[config.mk]
export PLATFORM = sky130hd
export DESIGN_NAME = morse_character_encoder
export DESIGN_NICKNAME = d
export VERILOG_FILES = /design/src/rtl/mce_pkg.sv /design/src/rtl/mce_seq.sv /design/src/rtl/mce_datapath.sv /design/src/rtl/morse_character_encoder.sv
export SDC_FILE = /design/constraint.sdc
export NUM_CORES = 1
export LEC_CHECK = 0
export ABC_AREA = 1
export BUFFER_PORTS_ARGS = -buffer_cell sky130_fd_sc_hd__buf_4
export CAP_MARGIN = 20
export CORE_MARGIN = 5
export CORE_UTILIZATION = 33
export DETAILED_ROUTE_END_ITERATION = 10
export SYNTH_ARGS = -nofsm -noshare
export SYNTH_HDL_FRONTEND = slang
export SYNTH_SLANG_ARGS = --single-unit
export TNS_END_PERCENT = 5
[constraint.sdc]
create_clock -name i_clk -period 4.15 [get_ports i_clk]
set_input_delay 0.83 -clock i_clk [delete_from_list [all_inputs] [get_ports i_clk]]
set_output_delay 0.83 -clock i_clk [all_outputs]
set_load 0.02 [all_outputs]
[src/rtl/mce_pkg.sv]
// Shared types, letter table and microcode program of the Morse encoder.
package mce_pkg;

    typedef logic [2:0] t_step;

    localparam t_step ST_IDLE  = 3'd0;
    localparam t_step ST_SYM   = 3'd1;
    localparam t_step ST_GAP   = 3'd2;
    localparam t_step ST_END   = 3'd3;
    localparam t_step ST_SPACE = 3'd4;

    localparam logic [7:0] CH_SPACE = 8'h20;
    localparam logic [7:0] CH_UC_A  = 8'h41;
    localparam logic [7:0] CH_UC_Z  = 8'h5A;
    localparam logic [7:0] CH_LC_A  = 8'h61;
    localparam logic [7:0] CH_LC_Z  = 8'h7A;
    localparam logic [7:0] CASE_BIT = 8'h20;

    localparam logic [15:0] UNIT_TICKS_RST = 16'd11025;

    localparam int unsigned TICKS_W = 19;

    typedef enum logic [1:0] {
        US_ONE    = 2'd0,
        US_THREE  = 2'd1,
        US_SEVEN  = 2'd2,
        US_SYMBOL = 2'd3
    } t_units_sel;

    typedef enum logic [1:0] {
        JC_NEXT   = 2'd0,
        JC_DECODE = 2'd1,
        JC_MORE   = 2'd2,
        JC_HOLD   = 2'd3
    } t_jump;

    // One control word per microcode step
    typedef struct packed {
        logic       accept;
        logic       emit;
        logic       silent;
        t_units_sel units;
        logic       last;
        logic       shift;
        t_jump      jump;
        t_step      next;
        t_step      alt;
    } t_cw;

    // Datapath flags seen by the sequencer
    typedef struct packed {
        logic in_valid;
        logic is_space;
        logic is_letter;
        logic more;
        logic out_free;
    } t_dp_status;

    typedef struct packed {
        logic [2:0] count;
        logic [3:0] dashes;
    } t_glyph;

    // Symbols are read from bit count-1 downwards; a 1 is a dash.
    function automatic t_glyph glyph_lookup(input logic [4:0] idx);
        t_glyph g;
        case (idx)
            5'd0:    g = '{3'd2, 4'h1};
            5'd1:    g = '{3'd4, 4'h8};
            5'd2:    g = '{3'd4, 4'hA};
            5'd3:    g = '{3'd3, 4'h4};
            5'd4:    g = '{3'd1, 4'h0};
            5'd5:    g = '{3'd4, 4'h2};
            5'd6:    g = '{3'd3, 4'h6};
            5'd7:    g = '{3'd4, 4'h0};
            5'd8:    g = '{3'd2, 4'h0};
            5'd9:    g = '{3'd4, 4'h7};
            5'd10:   g = '{3'd3, 4'h5};
            5'd11:   g = '{3'd4, 4'h4};
            5'd12:   g = '{3'd2, 4'h3};
            5'd13:   g = '{3'd2, 4'h2};
            5'd14:   g = '{3'd3, 4'h7};
            5'd15:   g = '{3'd4, 4'h6};
            5'd16:   g = '{3'd4, 4'hD};
            5'd17:   g = '{3'd3, 4'h2};
            5'd18:   g = '{3'd3, 4'h0};
            5'd19:   g = '{3'd1, 4'h1};
            5'd20:   g = '{3'd3, 4'h1};
            5'd21:   g = '{3'd4, 4'h1};
            5'd22:   g = '{3'd3, 4'h3};
            5'd23:   g = '{3'd4, 4'h9};
            5'd24:   g = '{3'd4, 4'hB};
            5'd25:   g = '{3'd4, 4'hC};
            default: g = '{3'd1, 4'h0};
        endcase
        return g;
    endfunction

    // Control store
    function automatic t_cw ucode(input t_step step);
        t_cw cw;
        case (step)
            ST_IDLE:  cw = '{1'b1, 1'b0, 1'b0, US_ONE,    1'b0, 1'b0, JC_DECODE,
                             ST_SYM,  ST_SPACE};
            ST_SYM:   cw = '{1'b0, 1'b1, 1'b0, US_SYMBOL, 1'b0, 1'b1, JC_MORE,
                             ST_GAP,  ST_END};
            ST_GAP:   cw = '{1'b0, 1'b1, 1'b1, US_ONE,    1'b0, 1'b0, JC_NEXT,
                             ST_SYM,  ST_SYM};
            ST_END:   cw = '{1'b0, 1'b1, 1'b1, US_THREE,  1'b1, 1'b0, JC_NEXT,
                             ST_IDLE, ST_IDLE};
            ST_SPACE: cw = '{1'b0, 1'b1, 1'b1, US_SEVEN,  1'b1, 1'b0, JC_NEXT,
                             ST_IDLE, ST_IDLE};
            default:  cw = '{1'b0, 1'b0, 1'b0, US_ONE,    1'b0, 1'b0, JC_NEXT,
                             ST_IDLE, ST_IDLE};
        endcase
        return cw;
    endfunction

endpackage

[src/rtl/mce_seq.sv]
// Microcode sequencer: step counter, control store read and jump logic.
module mce_seq (
    input  logic                   i_clk,
    input  logic                   i_rst_n,
    input  mce_pkg::t_dp_status    i_status,
    output mce_pkg::t_cw           o_cw
);
    import mce_pkg::*;

    t_step r_step;
    t_step n_step;
    t_cw   cw;

    assign cw   = ucode(r_step);
    assign o_cw = cw;

    always_comb begin
        n_step = r_step;
        if (!(cw.emit && !i_status.out_free)) begin
            case (cw.jump)
                JC_NEXT: begin
                    n_step = cw.next;
                end
                JC_DECODE: begin
                    if (i_status.in_valid && i_status.is_space) begin
                        n_step = cw.alt;
                    end else if (i_status.in_valid && i_status.is_letter) begin
                        n_step = cw.next;
                    end
                end
                JC_MORE: begin
                    n_step = i_status.more ? cw.next : cw.alt;
                end
                default: begin
                    n_step = r_step;
                end
            endcase
        end
    end

    always_ff @(posedge i_clk) begin
        if (!i_rst_n) begin
            r_step <= ST_IDLE;
        end else begin
            r_step <= n_step;
        end
    end

endmodule

[src/rtl/mce_datapath.sv]
// Datapath: character decode, glyph registers, tick product and output register.
module mce_datapath (
    input  logic                   i_clk,
    input  logic                   i_rst_n,
    input  mce_pkg::t_cw           i_cw,
    input  logic                   i_in_valid,
    input  logic [7:0]             i_char,
    input  logic [15:0]            i_unit_ticks,
    input  logic                   i_out_ready,
    output mce_pkg::t_dp_status    o_status,
    output logic                   o_out_valid,
    output logic                   o_is_silent,
    output logic [2:0]             o_length_units,
    output logic [mce_pkg::TICKS_W-1:0] o_length_ticks,
    output logic                   o_last
);
    import mce_pkg::*;

    logic       is_upper;
    logic [7:0] folded;
    logic       is_letter;
    logic       is_space;
    logic       out_free;
    logic       emit_go;
    logic       load;
    logic [1:0] sym_idx;
    logic       cur_dash;
    logic [2:0] units;
    t_glyph     glyph;

    logic [2:0] r_count;
    logic [3:0] r_dashes;
    logic       r_out_valid;
    logic       r_silent;
    logic [2:0] r_units;
    logic [TICKS_W-1:0] r_ticks;
    logic       r_last;

    assign is_upper  = (i_char >= CH_UC_A) && (i_char <= CH_UC_Z);
    assign folded    = is_upper ? (i_char | CASE_BIT) : i_char;
    assign is_letter = (folded >= CH_LC_A) && (folded <= CH_LC_Z);
    assign is_space  = (i_char == CH_SPACE);
    assign glyph     = glyph_lookup(5'(folded - CH_LC_A));

    assign out_free = !r_out_valid || i_out_ready;
    assign emit_go  = i_cw.emit && out_free;
    assign load     = i_cw.accept && i_in_valid && is_letter;

    // current symbol is the highest one not yet sent
    assign sym_idx  = 2'(r_count - 3'd1);
    assign cur_dash = r_dashes[sym_idx];

    always_comb begin
        case (i_cw.units)
            US_ONE:    units = 3'd1;
            US_THREE:  units = 3'd3;
            US_SEVEN:  units = 3'd7;
            US_SYMBOL: units = cur_dash ? 3'd3 : 3'd1;
            default:   units = 3'd1;
        endcase
    end

    assign o_status.in_valid  = i_in_valid;
    assign o_status.is_space  = is_space;
    assign o_status.is_letter = is_letter;
    assign o_status.more      = (r_count > 3'd1);
    assign o_status.out_free  = out_free;

    always_ff @(posedge i_clk) begin
        if (load) begin
            r_count  <= glyph.count;
            r_dashes <= glyph.dashes;
        end else if (emit_go && i_cw.shift) begin
            r_count  <= r_count - 3'd1;
        end
    end

    always_ff @(posedge i_clk) begin
        if (!i_rst_n) begin
            r_out_valid <= 1'b0;
        end else if (emit_go) begin
            r_out_valid <= 1'b1;
        end else if (i_out_ready) begin
            r_out_valid <= 1'b0;
        end
    end

    always_ff @(posedge i_clk) begin
        if (emit_go) begin
            r_silent <= i_cw.silent;
            r_units  <= units;
            r_ticks  <= TICKS_W'(units) * TICKS_W'(i_unit_ticks);
            r_last   <= i_cw.last;
        end
    end

    assign o_out_valid    = r_out_valid;
    assign o_is_silent    = r_silent;
    assign o_length_units = r_units;
    assign o_length_ticks = r_ticks;
    assign o_last         = r_last;

endmodule

[src/rtl/morse_character_encoder.sv]
// Top level of the Morse character encoder: register port, sequencer and datapath.
// One character item goes in on the s_axis side; each keying element comes out
// on the m_axis side, with tuser high for a silence and tlast on the final element
// of the character. The sequencer takes the character in its idle step and then
// moves through one step per element; a letter gives a tone for each symbol and a
// silence after each, a space gives a single silence and any other code is dropped.
// A stalled output holds the sequencer in place. unit_ticks sits at address 0 and
// resets to 11025.
module morse_character_encoder (
    input  logic        i_clk,
    input  logic        i_rst_n,
    // APB register port
    input  logic        psel,
    input  logic        penable,
    input  logic        pwrite,
    input  logic [2:0]  paddr,
    input  logic [31:0] pwdata,
    output logic [31:0] prdata,
    output logic        pready,
    // character items in
    input  logic        s_axis_tvalid,
    output logic        s_axis_tready,
    input  logic [7:0]  s_axis_tdata,   // [7:0] char_code
    // keying elements out
    output logic        m_axis_tvalid,
    input  logic        m_axis_tready,
    output logic [23:0] m_axis_tdata,   // [2:0] length_units, [21:3] length_ticks,
                                        // [23:22] zero
    output logic        m_axis_tuser,   // [0] is_silent
    output logic        m_axis_tlast
);
    import mce_pkg::*;

    logic [15:0]  r_unit_ticks;
    logic         cfg_wr;
    t_cw          cw;
    t_dp_status   status;
    logic         is_silent;
    logic [2:0]   length_units;
    logic [TICKS_W-1:0] length_ticks;

    assign pready = 1'b1;
    assign cfg_wr = psel && penable && pwrite && pready && !paddr[2];

    always_ff @(posedge i_clk) begin
        if (!i_rst_n) begin
            r_unit_ticks <= UNIT_TICKS_RST;
        end else if (cfg_wr) begin
            r_unit_ticks <= pwdata[15:0];
        end
    end

    assign prdata = paddr[2] ? 32'd0 : {16'd0, r_unit_ticks};

    mce_seq u_seq (
        .i_clk    (i_clk),
        .i_rst_n  (i_rst_n),
        .i_status (status),
        .o_cw     (cw)
    );

    mce_datapath u_dp (
        .i_clk          (i_clk),
        .i_rst_n        (i_rst_n),
        .i_cw           (cw),
        .i_in_valid     (s_axis_tvalid),
        .i_char         (s_axis_tdata),
        .i_unit_ticks   (r_unit_ticks),
        .i_out_ready    (m_axis_tready),
        .o_status       (status),
        .o_out_valid    (m_axis_tvalid),
        .o_is_silent    (is_silent),
        .o_length_units (length_units),
        .o_length_ticks (length_ticks),
        .o_last         (m_axis_tlast)
    );

    assign s_axis_tready = cw.accept;
    assign m_axis_tdata  = {2'b00, length_ticks, length_units};
    assign m_axis_tuser  = is_silent;

    // tone elements are only dots or dashes
    a_tone_units: assert property (@(posedge i_clk) disable iff (!i_rst_n)
        (m_axis_tvalid && !m_axis_tuser) |->
            (m_axis_tdata[2:0] == 3'd1 || m_axis_tdata[2:0] == 3'd3))
        else $error("tone element with bad length");

    // a character always ends on a silence
    a_last_silent: assert property (@(posedge i_clk) disable iff (!i_rst_n)
        (m_axis_tvalid && m_axis_tlast) |-> m_axis_tuser)
        else $error("final element is not a silence");

    // after a letter is taken the sequencer is busy sending it
    a_letter_busy: assert property (@(posedge i_clk) disable iff (!i_rst_n)
        (s_axis_tvalid && s_axis_tready && status.is_letter) |=> !s_axis_tready)
        else $error("new item taken straight after a letter");

endmodule

==> summary.md <==
| Metric | Value |
|---|---|
| Synthesized area | `around 0.004 mm²` |
| M2 GR Usage | `0.2217` |
| First-pass GRT wire length | `15.11 mm` |
| Clk root buf | `clkbuf_16` |
| Slew @ Worst Pin | `between 0.8 and 0.9 ns` |
| Final #Nets | `660` |
| TritonRoute pass-1 iters | `5` |
| Number of global-route vias before repair | `3262` |
| Hold path startpoint | `r_unit_ticks[0]` |
| Met1 Track Usage GR | `0.1591` |
| Maxcap violations | `0` |
| Final wirelength | `8.907 mm` |
| Antenna-violating nets left | `0` |
| CTS tree | `yes` |
| Core area | `around 0.012 mm²` |
| Final Critical Period | `about 3.7 ns` |
| # rows | `39` |
| Detailed Route Iter0 Violations | `roughly 120` |
| Tcrit/Tclk final | `0.8879` |
| Worst hold stages | `0` |
| Global Route met3 Usage | `0.02938` |
| Area leader, netlist | `edfxtp_1` |
| PD cells | `roughly 450 mW/mm²` |
| CTS clk-pin slew, worst paths | `0.06 ns` |
| # IOs | `approximately 110` |
| Initial antenna violation count | `0` |
| GR peak layer | `met2` |
| Antenna diode count | `0` |
| Clock skew | `between 0.006 and 0.007 ns` |
| Cts hold-fix bufs | `0` |
| CP max FO | `13` |
| Hold EP | `u_dp.o_length_ticks[0]` |
| Via density | `roughly 4.6` |
| EDFF count, synth | `30` |
| Die H | `118.9 µm` |
| DR WL/cell | `roughly 12 µm` |
| H-tree levels | `2` |
| Most frequent cell after synthesis | `nand2_1` |
| Resized Gates After CTS | `0` |
| CP arrival | `roughly 3.7 ns` |
| WHS | `0.4300 ns` |
| CP Class | `flip-flop to flip-flop` |
| R2R cell count | `17` |
| Worst slew margin | `0.4439` |
| Top cells by count, synth | `95 x nand2_1, 74 x inv_1, 59 x nor2_1` |
| Final instance area | `approximately 0.0047 mm²` |
| Pin count of the biggest net entering global routing | `24` |
| CTS buffer count | `5` |
| Synth warn | `0` |
| F_max | `approximately 270 MHz` |
| DP HPWL | `7.428 mm` |
| Final Max Slew Viols | `0` |
| Worst R2R Setup Slack | `0.47 ns` |
| Layout fillers | `1197` |
| Share of cells above drive strength 1 | `0.1772` |
| Endpoints failing setup | `0` |
| Setup Fix Bufs, Post-CTS | `0` |
| TNS Setup | `0 ns` |
| Yosys top cell area share | `0.2302` |
| Clock buffer depth | `2` |
| Syn Inst Count | `between 400 and 500` |
| Overflow after GRT | `0` |
| # DRC | `0` |
| HP Class | `flip-flop to flip-flop` |
| Vias | `approximately 3300` |
| Peak supply drop | `156.5 µV` |
| GPL Wtd Cong | `0.9108` |
| Global Route Usage Sum | `0.1275` |
| Top_reg_cell synth | `edfxtp_1` |
| Worst-skew pair later-pin latency | `between 0.2 and 0.3 ns` |
| Dpl cell area | `between 0.004 and 0.005 mm²` |
| Asr flop ratio synth | `0` |
| DIE AREA | `0.01414 mm²` |
| Status | `completed` |
| Layout area overhead | `19.21%` |
| Netlist cell types | `44` |
| Ranking of synthesized cells by area | `edfxtp_1 23%, dfxtp_1 10%, nand2_1 9.1%, ha_1 8.3%, fa_1 7.7%` |
| Required @ worst endpoint | `~4.2 ns` |
| RSZ-0062 raised after global routing | `false` |
| P_leak | `~2.3 nW` |
| Port Buffers | `between 70 and 80` |
| Die Wd | `between 100 and 150 µm` |
| Reg-to-reg endpoint | `u_dp.o_length_ticks[16]` |
| Syn Area/Cell | `around 8 µm²` |
| Crit end category | `flip-flop` |
| FF-to-FF Start | `u_dp.r_count[0]` |
| CP startpoint kind | `flip-flop` |
| Sequential area share after synthesis | `0.3325` |
| CTS sink cnt | `50` |
| Initial core utilization | `0.3399` |
| FF+latch count, synth | `50` |
| Endpoints failing hold | `0` |
-- routing by layer --
| metal | share of wire | vias up |
|---|---|---|
| li1 | - | 1712 |
| met1 | 0.45 | 1477 |
| met2 | 0.48 | 90 |
| met3 | 0.055 | 9 |
| met4 | 0.014 | 0 |
| met5 | 0 | - |
-- layout by cell type (no fill, tap or decap), types with 9 or more instances in the layout --
cell type and count:
o211ai_1 9, xor2_1 11, nand2_1 95, dfxtp_1 20, inv_1 74, o21ai_0 35, fa_1 15, ha_1 26
nand3_1 11, buf_4 75, a21oi_1 34, edfxtp_1 30, nor2_1 59, conb_1 20
-- metrics by stage --
stage	util	power [mW]	cells	setup WS [ns]
3_5_place_dp	0.3932	1.713	705	0.5024
2_1_floorplan	-	1.404	516	0.9127
3_3_place_gp	0.3932	1.690	705	0.5621
6_report	0.4052	2.084	713	0.4652
5_1_grt	0.4052	2.242	713	0.1763
4_1_cts	0.4052	2.108	713	0.4729
-- worst max-delay path, stage by stage (launching register included) --
cell and delay, ns:
edfxtp_1 0.39, inv_1 0.08, ha_1 0.33, nor2_1 0.11, o21ai_0 0.08, o211ai_1 0.10
nand2_1 0.09, inv_1 0.31, nand2_1 0.13, fa_1 0.50, inv_1 0.07, fa_1 0.47
nand3_1 0.10, and2_1 0.20, o21ai_2 0.10, nand4_1 0.11, nand2_1 0.09, xor2_1 0.15
-- state kept, by name (all words and copies together), names as in the netlist --
register / flops
u_dp.o_length_ticks: 19
u_dp.r_count: 3
u_dp.o_length_units: 2
u_dp.o_is_silent: 1
u_seq.r_step: 3
u_dp.o_out_valid: 1
u_dp.r_dashes: 4
u_dp.o_last: 1
r_unit_ticks: 16
-- report_power, final --
group	total (mW)	leakage, nW	switching (mW)	internal, mW
Combinational	0.938	1.76	0.613	0.325
Clock	0.388	0.0683	0.168	0.220
Sequential	0.758	0.440	0.0448	0.713
Total	2.08	2.27	0.826	1.26
-- how the worst max path moves through the flow --
stage | startpoint | to
4_1_cts | u_dp.r_count[0] | u_dp.o_length_ticks[16]
3_5_place_dp | u_dp.r_count[0] | u_dp.o_length_ticks[10]
2_1_floorplan | u_dp.r_count[0] | u_dp.o_length_ticks[11]
6_report | u_dp.r_count[0] | u_dp.o_length_ticks[16]
3_3_place_gp | u_dp.r_count[0] | u_dp.o_length_ticks[10]
5_1_grt | u_dp.r_count[0] | u_dp.o_length_ticks[16]
-- cell families (layout without fill, tap and decap cells) --
group | after synthesis | in the layout | share of synthesized area
AOI/OAI and AO/OA | 96 | 96 | 0.1423
xor gates and xnor gates | 15 | 15 | 0.03549
adders and majority gates | 41 | 41 | 0.1598
buffers and inverters | 106 | 160 | 0.1250
DFF | 50 | 50 | 0.3325
other | 2 | 20 | 0.001919
and+or+nand+nor | 188 | 188 | 0.2030
-- area by class of cell --
type | count | area, µm² | area share
inverter | 77 | 294.0 | 0.06302
clock inverter | 2 | 8.758 | 0.001877
timing repair buffer | 75 | 563.0 | 0.1207
multi-input combinational | 360 | 2191 | 0.4696
clock buffer | 6 | 128.9 | 0.02762
sequential | 50 | 1301 | 0.2789
tap | 143 | 178.9 | 0.03835
No activity file was read; power rests on OpenSTA's default activity.
